$ cat src/rlgr_pkg.sv
// ----------------------------------------------------------------------------
// rlgr_pkg
// Shared types, constants and helper functions for the RGB565 gradient
// recolour pipeline.
// ----------------------------------------------------------------------------
package rlgr_pkg;

    localparam int unsigned PIX_W   = 16;
    localparam int unsigned CH_W    = 8;
    localparam int unsigned RGB_W   = 24;
    localparam int unsigned CFG_W   = 24;
    localparam int unsigned CFG_IDX_W = 2;
    localparam int unsigned STAGES  = 4;

    // Luminance weights, scaled by one thousand.
    localparam int unsigned LUMA_R = 299;
    localparam int unsigned LUMA_G = 587;
    localparam int unsigned LUMA_B = 114;
    localparam int unsigned SUM_W  = 18;

    // Division by 1000 as a reciprocal multiply, exact for sums below 2**18.
    localparam int unsigned DIV1000_SHIFT = 28;
    localparam int unsigned DIV1000_MUL   = 268436;
    localparam int unsigned DIV1000_MUL_W = 19;
    localparam int unsigned DIV1000_PROD_W = SUM_W + DIV1000_MUL_W;

    // Division by 255 as a reciprocal multiply, exact for values up to 255*255.
    localparam int unsigned ACC_W        = 16;
    localparam int unsigned DIV255_SHIFT = 24;
    localparam int unsigned DIV255_MUL   = 65794;
    localparam int unsigned DIV255_MUL_W = 17;
    localparam int unsigned DIV255_PROD_W = ACC_W + DIV255_MUL_W;

    localparam logic [CH_W-1:0] CH_MAX = 8'hFF;

    typedef enum logic [CFG_IDX_W-1:0] {
        CFG_COLOR_KEY      = 2'd0,
        CFG_GRADIENT_START = 2'd1,
        CFG_GRADIENT_END   = 2'd2
    } t_cfg_idx;

    localparam logic [PIX_W-1:0] KEY_RESET   = 16'h0000;
    localparam logic [RGB_W-1:0] START_RESET = 24'h000000;
    localparam logic [RGB_W-1:0] END_RESET   = 24'hFFFFFF;

    // Load enables for the two register stages held by one module.
    typedef struct packed {
        logic load_a;
        logic load_b;
    } t_pair_en;

    // Word passed from the luminance stages to the blend stages.
    typedef struct packed {
        logic             keyed;
        logic [PIX_W-1:0] pixel;
        logic [CH_W-1:0]  lum;
    } t_luma_word;

    function automatic logic [CH_W-1:0] expand5(input logic [4:0] v);
        expand5 = {v, v[4:2]};
    endfunction

    function automatic logic [CH_W-1:0] expand6(input logic [5:0] v);
        expand6 = {v, v[5:4]};
    endfunction

endpackage

$ cat src/rlgr_in_if.sv
// ----------------------------------------------------------------------------
// rlgr_in_if
// Valid/ready channel carrying one source pixel per word.
// ----------------------------------------------------------------------------
interface rlgr_in_if;
    logic        valid;
    logic        ready;
    logic [15:0] pixel_in;

    modport source (output valid, output pixel_in, input ready);
    modport sink   (input valid, input pixel_in, output ready);
endinterface

$ cat src/rlgr_out_if.sv
// ----------------------------------------------------------------------------
// rlgr_out_if
// Valid/ready channel carrying one recoloured pixel per word.
// ----------------------------------------------------------------------------
interface rlgr_out_if;
    logic        valid;
    logic        ready;
    logic [15:0] pixel_out;

    modport source (output valid, output pixel_out, input ready);
    modport sink   (input valid, input pixel_out, output ready);
endinterface

$ cat src/rlgr_luma.sv
// ----------------------------------------------------------------------------
// rlgr_luma
// Stages one and two: key compare, channel expansion, weighted sum and the
// division of that sum by one thousand.
// ----------------------------------------------------------------------------
module rlgr_luma
    import rlgr_pkg::*;
(
    input  logic             i_clk,
    input  t_pair_en         i_en,
    input  logic [PIX_W-1:0] i_pixel,
    input  logic [PIX_W-1:0] i_color_key,
    output t_luma_word       o_word
);

    logic [CH_W-1:0]           n_r8, n_g8, n_b8;
    logic [SUM_W-1:0]          n_s1_sum;
    logic                      n_s1_keyed;
    logic [DIV1000_PROD_W-1:0] n_prod;

    logic [SUM_W-1:0]  r_s1_sum;
    logic              r_s1_keyed;
    logic [PIX_W-1:0]  r_s1_pixel;
    t_luma_word        r_s2_word;

    always_comb begin
        n_r8 = expand5(i_pixel[15:11]);
        n_g8 = expand6(i_pixel[10:5]);
        n_b8 = expand5(i_pixel[4:0]);
        n_s1_sum = SUM_W'(LUMA_R) * SUM_W'(n_r8)
                 + SUM_W'(LUMA_G) * SUM_W'(n_g8)
                 + SUM_W'(LUMA_B) * SUM_W'(n_b8);
        n_s1_keyed = (i_pixel == i_color_key);
        n_prod = DIV1000_PROD_W'(r_s1_sum) * DIV1000_PROD_W'(DIV1000_MUL);
    end

    always_ff @(posedge i_clk) begin
        if (i_en.load_a) begin
            r_s1_sum   <= n_s1_sum;
            r_s1_keyed <= n_s1_keyed;
            r_s1_pixel <= i_pixel;
        end
        if (i_en.load_b) begin
            r_s2_word.keyed <= r_s1_keyed;
            r_s2_word.pixel <= r_s1_pixel;
            r_s2_word.lum   <= n_prod[DIV1000_SHIFT +: CH_W];
        end
    end

    assign o_word = r_s2_word;

endmodule

$ cat src/rlgr_blend.sv
// ----------------------------------------------------------------------------
// rlgr_blend
// Stages three and four: per-channel gradient blend, division by 255 and
// packing back to RGB565, or passing a keyed pixel through.
// ----------------------------------------------------------------------------
module rlgr_blend
    import rlgr_pkg::*;
(
    input  logic             i_clk,
    input  t_pair_en         i_en,
    input  t_luma_word       i_word,
    input  logic [RGB_W-1:0] i_grad_start,
    input  logic [RGB_W-1:0] i_grad_end,
    output logic [PIX_W-1:0] o_pixel
);

    logic [CH_W-1:0]          n_inv;
    logic [2:0][ACC_W-1:0]    n_acc;
    logic [2:0][DIV255_PROD_W-1:0] n_prod;
    logic [2:0][CH_W-1:0]     n_ch;
    logic [PIX_W-1:0]         n_pixel;

    logic [2:0][ACC_W-1:0]    r_s3_acc;
    logic                     r_s3_keyed;
    logic [PIX_W-1:0]         r_s3_pixel;
    logic [PIX_W-1:0]         r_s4_pixel;

    // Channel 2 is red, 1 green and 0 blue, matching the packed colour layout.
    always_comb begin
        n_inv = CH_MAX - i_word.lum;
        for (int c = 0; c < 3; c++) begin
            n_acc[c] = ACC_W'(i_grad_start[c*CH_W +: CH_W]) * ACC_W'(n_inv)
                     + ACC_W'(i_grad_end[c*CH_W +: CH_W]) * ACC_W'(i_word.lum);
            n_prod[c] = DIV255_PROD_W'(r_s3_acc[c]) * DIV255_PROD_W'(DIV255_MUL);
            n_ch[c]   = n_prod[c][DIV255_SHIFT +: CH_W];
        end
        n_pixel = r_s3_keyed ? r_s3_pixel
                             : {n_ch[2][7:3], n_ch[1][7:2], n_ch[0][7:3]};
    end

    always_ff @(posedge i_clk) begin
        if (i_en.load_a) begin
            r_s3_acc   <= n_acc;
            r_s3_keyed <= i_word.keyed;
            r_s3_pixel <= i_word.pixel;
        end
        if (i_en.load_b) begin
            r_s4_pixel <= n_pixel;
        end
    end

    assign o_pixel = r_s4_pixel;

endmodule

$ cat src/rgb565_luminance_gradient_recolor_core.sv
// ----------------------------------------------------------------------------
// rgb565_luminance_gradient_recolor_core
// Recolours RGB565 pixels through a two-colour gradient indexed by luminance.
// ----------------------------------------------------------------------------
// Usage: source pixels arrive on i_pix and recoloured pixels leave on o_pix,
// both valid/ready channels moving one word per accepted handshake. A pixel
// equal to the colour key leaves unchanged; any other pixel is mapped by its
// luminance onto the gradient between the start and end colours.
// Configuration is written through i_cfg_we/i_cfg_idx/i_cfg_wdata while the
// pipeline is empty; index 0 is the colour key, 1 the start colour and 2 the
// end colour. Other indices are ignored.
// A word accepted on i_pix passes through the four register stages in order:
// weighted sum, divide by one thousand, blend multiply, divide by 255 into
// the output register, from which it is offered on o_pix.
// Throughput is one pixel per cycle while o_pix is not stalled. Each stage holds its word when the one
// after it is full and stalled, so a stall on o_pix fills the empty stages
// first and only then drops i_pix.ready; nothing is lost or repeated.
// Reset clears all stage valid bits and returns the configuration to key
// 0x0000, start colour black and end colour white.
// ----------------------------------------------------------------------------
module rgb565_luminance_gradient_recolor_core
    import rlgr_pkg::*;
(
    input  logic                 i_clk,
    input  logic                 i_rst_n,
    input  logic                 i_cfg_we,
    input  logic [CFG_IDX_W-1:0] i_cfg_idx,
    input  logic [CFG_W-1:0]     i_cfg_wdata,
    rlgr_in_if.sink              i_pix,
    rlgr_out_if.source           o_pix
);

    logic [PIX_W-1:0]  r_color_key;
    logic [RGB_W-1:0]  r_grad_start;
    logic [RGB_W-1:0]  r_grad_end;
    logic [STAGES-1:0] r_vld;
    logic [STAGES-1:0] n_vld;
    logic [STAGES-1:0] w_en;
    t_luma_word        w_luma;
    t_pair_en          w_luma_en;
    t_pair_en          w_blend_en;

    always_ff @(posedge i_clk) begin
        if (!i_rst_n) begin
            r_color_key  <= KEY_RESET;
            r_grad_start <= START_RESET;
            r_grad_end   <= END_RESET;
        end else if (i_cfg_we) begin
            unique case (i_cfg_idx)
                CFG_COLOR_KEY:      r_color_key  <= i_cfg_wdata[PIX_W-1:0];
                CFG_GRADIENT_START: r_grad_start <= i_cfg_wdata[RGB_W-1:0];
                CFG_GRADIENT_END:   r_grad_end   <= i_cfg_wdata[RGB_W-1:0];
                default: ;
            endcase
        end
    end

    // A stage loads when it is empty or when the stage after it moves on.
    always_comb begin
        w_en[STAGES-1] = !r_vld[STAGES-1] || o_pix.ready;
        for (int k = STAGES - 2; k >= 0; k--) begin
            w_en[k] = !r_vld[k] || w_en[k+1];
        end
        n_vld[0] = w_en[0] ? i_pix.valid : r_vld[0];
        for (int k = 1; k < STAGES; k++) begin
            n_vld[k] = w_en[k] ? r_vld[k-1] : r_vld[k];
        end
    end

    always_ff @(posedge i_clk) begin
        if (!i_rst_n) begin
            r_vld <= '0;
        end else begin
            r_vld <= n_vld;
        end
    end

    assign w_luma_en  = '{load_a: w_en[0], load_b: w_en[1]};
    assign w_blend_en = '{load_a: w_en[2], load_b: w_en[3]};

    rlgr_luma u_luma (
        .i_clk       (i_clk),
        .i_en        (w_luma_en),
        .i_pixel     (i_pix.pixel_in),
        .i_color_key (r_color_key),
        .o_word      (w_luma)
    );

    rlgr_blend u_blend (
        .i_clk        (i_clk),
        .i_en         (w_blend_en),
        .i_word       (w_luma),
        .i_grad_start (r_grad_start),
        .i_grad_end   (r_grad_end),
        .o_pixel      (o_pix.pixel_out)
    );

    assign i_pix.ready = w_en[0];
    assign o_pix.valid = r_vld[STAGES-1];

endmodule

$ cat src/flat_wrapper.sv
// flat-port wrapper written by rule: the top's interface ports become plain ports
module rgb565_luminance_gradient_recolor_core_flat import rlgr_pkg::*;
  (i_clk, i_rst_n, i_cfg_we, i_cfg_idx, i_cfg_wdata, i_pix_valid, i_pix_pixel_in, i_pix_ready, o_pix_valid, o_pix_pixel_out, o_pix_ready);
  rlgr_in_if i_pix_i ();
  rlgr_out_if o_pix_i ();
  input  logic i_clk;
  input  logic i_rst_n;
  input  logic i_cfg_we;
  input  logic [CFG_IDX_W-1:0] i_cfg_idx;
  input  logic [CFG_W-1:0] i_cfg_wdata;
  input wire logic [$bits(i_pix_i.valid)-1:0] i_pix_valid;
  input wire logic [$bits(i_pix_i.pixel_in)-1:0] i_pix_pixel_in;
  output wire logic [$bits(i_pix_i.ready)-1:0] i_pix_ready;
  output wire logic [$bits(o_pix_i.valid)-1:0] o_pix_valid;
  output wire logic [$bits(o_pix_i.pixel_out)-1:0] o_pix_pixel_out;
  input wire logic [$bits(o_pix_i.ready)-1:0] o_pix_ready;
  assign i_pix_i.valid = i_pix_valid;
  assign i_pix_i.pixel_in = i_pix_pixel_in;
  assign i_pix_ready = i_pix_i.ready;
  assign o_pix_valid = o_pix_i.valid;
  assign o_pix_pixel_out = o_pix_i.pixel_out;
  assign o_pix_i.ready = o_pix_ready;
  rgb565_luminance_gradient_recolor_core u_core (.i_clk(i_clk), .i_rst_n(i_rst_n), .i_cfg_we(i_cfg_we), .i_cfg_idx(i_cfg_idx), .i_cfg_wdata(i_cfg_wdata), .i_pix(i_pix_i), .o_pix(o_pix_i));
endmodule
$ cat config.mk
export PLATFORM = sky130hd
export DESIGN_NAME = rgb565_luminance_gradient_recolor_core_flat
export DESIGN_NICKNAME = d
export VERILOG_FILES = /design/src/rlgr_pkg.sv /design/src/rlgr_in_if.sv /design/src/rlgr_out_if.sv /design/src/rlgr_luma.sv /design/src/rlgr_blend.sv /design/src/rgb565_luminance_gradient_recolor_core.sv /design/src/flat_wrapper.sv
export SDC_FILE = /design/constraint.sdc
export NUM_CORES = 2
export LEC_CHECK = 0
export BUFFER_PORTS_ARGS = -buffer_cell sky130_fd_sc_hd__buf_2
export CAP_MARGIN = 0
export CORE_UTILIZATION = 46
export CTS_CLUSTER_SIZE = 8
export DETAILED_ROUTE_END_ITERATION = 10
export HOLD_SLACK_MARGIN = 0.02
export PLACE_DENSITY = 0.67
export SLEW_MARGIN = 20
export SYNTH_ARGS = -nofsm -noshare
export SYNTH_HDL_FRONTEND = slang
export SYNTH_SLANG_ARGS = --single-unit
$ cat constraint.sdc
create_clock -name i_clk -period 8.6 [get_ports i_clk]
set_clock_uncertainty 0.2 [all_clocks]
set_input_delay 0.86 -clock i_clk [delete_from_list [all_inputs] [get_ports i_clk]]
set_output_delay 0.86 -clock i_clk [all_outputs]
set_load 0.02 [all_outputs]
==> flow_summary.ini <==
[setup_path]
crit_top_cell = fa_1
cp_slowest_cell = fa_1
critical_path.top_delay_family = adder cells
cp_max_fo = 9
worstPathCellList = buf_2 -> inv_1 -> fa_1 -> inv_1 -> fa_1 -> ha_1 -> inv_1 -> fa_1 -> xnor2_1 -> ha_1 -> fa_1 -> inv_1 -> fa_1 -> fa_1 -> inv_1 -> ha_1 -> a21o_1 -> a31oi_1 -> o21ai_1 -> o41ai_4 -> o311ai_1
critPathBufInv = 6
cp-start-kind = primary input
arrival_ns = 6.52
critPathKind = in -> reg
endpoint_kind = flop
worstPathRequired_ns = 8.72
max_stage_delay_ns = 0.55

[synth]
synth_edf_count = 141
synth-seq-cells = 209
synth_xor_area_share_pct = 2.974
synth_compound_area_share_pct = 5.576
synth_top_area_cell = fa_1
seq_area_frac_synth_pct = 18.27
syn_inst = 3012
yosys-top-cells-area = fa_1 26%, ha_1 25%, edfxtp_1 14%
ys_top_cells_by_count = 653 x inv_1, 624 x ha_1, 404 x fa_1
synth_most_common_cell = inv_1
syn_avg_cell_area_um2 = 10.17
synth_top_family_by_area = adder cells
synthMuxAreaShare_pct = 0.1471
synth-simple-area-share_pct = 12.34
yosys_most_used_dff = edfxtp_1
async_flop_share_pct = 0
synth.distinct_cells = 66
syn-cell-area_mm2 = 0.03063
yosysTopAreaCellShare_pct = 26.41
yosysWarnings = 0
yosys.area_share.adder_pct = 51.90

[timing]
fin_tns_setup_ns = 0
post-route-period-util_pct = 74.45
maxSlewHeadroom_pct = 36.26
slew_violations = 0
worst_pin_slew_ns = 0.9550
fmax_mhz = 156.2
period_needed_ns = 6.403
finalHoldViolCount = 0
rsz0062_at_grt = false
setup_slack_ns = 2.197
setup_viol = 0

[cells_and_area]
n_antenna_cell = 0
synthToLayoutAreaGrowth_pct = 7.304
nNetsFinal = 4140
drive_gt1_share_pct = 5.049

[detailed_routing]
drt_iter0_drc = 867
first_pass_iters = 4
wl_per_cell_um = 16.52
drc = 0
vias_per_cell = 5.041
ant_nets = 0
drt_wl_total_um = 65330
vias = 19930

[global_route]
antenna_found_initial = 5
grt_overflow = 0
grtUsageTotal_pct = 20.17
grt_max_degree = 69
grt_pass1_vias = 20490
grt_pass1_wl_um = 107700

[place]
place_hpwl_um = 51810
place_congestion = 0.8510
post-place-ws_ns = 1.585
portBuffers = 64

[floorplanning]
rows = 94
core_region_area_mm2 = 0.06586
fp.dieH_um = 260.0
pin_count = 65
dieArea_mm2 = 0.06762
die_w_um = 260.0
start_util_pct = 46.50

[clock_network]
htreeDepth = 1
post_cts_buffers = 0
clockBufferDepth = 3
numCtsBuffers = 31
cts.sinks = 209
clkTransAtPathRegs_ns = 0.06
clock_latency_ns = 0.60
cts_tree = yes
cts-hold-fix-buffers = 0
root_buffer = clkbuf_16
cts_resized = 0

[status]
outcome = complete, no violations

[min_path]
hp-class = reg -> reg

[job]
cap_violations = 0
-- through the flow --
stage,util (%),cells,cell area [um^2],hold WS [ns]
6_report,49.90,3954,32870,0.2114
4_1_cts,49.90,3954,32870,0.2112
2_1_floorplan,-,3014,30640,0.2003
3_3_place_gp,48.49,3896,31940,0.2028
3_5_place_dp,48.49,3896,31940,0.2057
5_1_grt,49.90,3954,32870,0.2180
-- per-layer routing --
layer | up-vias | global-route usage [%] | routed length [um]
li1 | 9687 | - | -
met1 | 9855 | 27.99 | 30260
met2 | 291 | 33.60 | 31060
met3 | 95 | 2.427 | 2465
met4 | 6 | 4.493 | 1501
met5 | - | 0 | 34
-- kinds of logic (layout without fill, tap and decap cells) --
logic type / Yosys count / count (layout)
buffers and inverters: 717 / 793
adders and majority gates: 1028 / 1028
and+or+nand+nor: 711 / 711
other: 1 / 3
AOI/OAI and AO/OA: 238 / 238
muxes: 4 / 4
xor gates and xnor gates: 104 / 104
DFF: 209 / 209
-- layout by cell type, fill, tap and decap left out, types with 5 or more instances in the layout --
| cell | instances |
|---|---|
| a211oi_1 | 10 |
| a21boi_0 | 38 |
| a21o_1 | 33 |
| a21oi_1 | 48 |
| a21oi_2 | 9 |
| and2_1 | 145 |
| and3_1 | 7 |
| buf_2 | 64 |
| buf_4 | 18 |
| clkbuf_1 | 23 |
| clkbuf_16 | 32 |
| dfxtp_1 | 68 |
| edfxtp_1 | 141 |
| fa_1 | 404 |
| ha_1 | 624 |
| inv_1 | 653 |
| nand2_1 | 215 |
| nand2b_1 | 108 |
| nand3_1 | 43 |
| nand4_1 | 14 |
| nor2_1 | 35 |
| nor2b_1 | 95 |
| nor3_1 | 19 |
| o21a_1 | 8 |
| o21ai_0 | 28 |
| o21ai_1 | 7 |
| o21bai_1 | 10 |
| o31ai_1 | 6 |
| or3_1 | 5 |
| xnor2_1 | 86 |
| xor2_1 | 18 |
-- sequential cells by signal, indices dropped and copies added, names as in the netlist, 18 cells and up --
signal,count
u_core.u_luma.o_word,25
u_core.r_grad_end,24
u_core.u_blend.r_s3_acc,48
u_core.r_grad_start,24
u_core.u_luma.r_s1_sum,18
-- final timing paths --
path / from / end / slack [ns] / depth (start not counted)
max: i_pix_pixel_in[3] / u_core.u_luma.r_s1_sum[16] / 2.20 / 21
max reg2reg: u_core.u_luma.o_word[1] / u_core.u_blend.r_s3_acc[47] / 2.28 / 17
min reg2reg: u_core.u_luma.o_word[11] / u_core.u_blend.r_s3_pixel[3] / 0.21 / 0
min: u_core.u_luma.o_word[11] / u_core.u_blend.r_s3_pixel[3] / 0.21 / 0
-- cell type report --
| class | count | area [um^2] |
|---|---|---|
| flip-flops and latches | 209 | 5595 |
| multi-input cells | 2088 | 22360 |
| repair buffers | 82 | 455.4 |
| clock buffers | 56 | 900.9 |
| well taps | 864 | 1081 |
| clock inverters | 2 | 25.02 |
| fillers | 6127 | 33000 |
| inverters | 653 | 2451 |
Power is not shown: default switching activity piles up to over one toggle a cycle in this logic, so the estimate is an artifact.
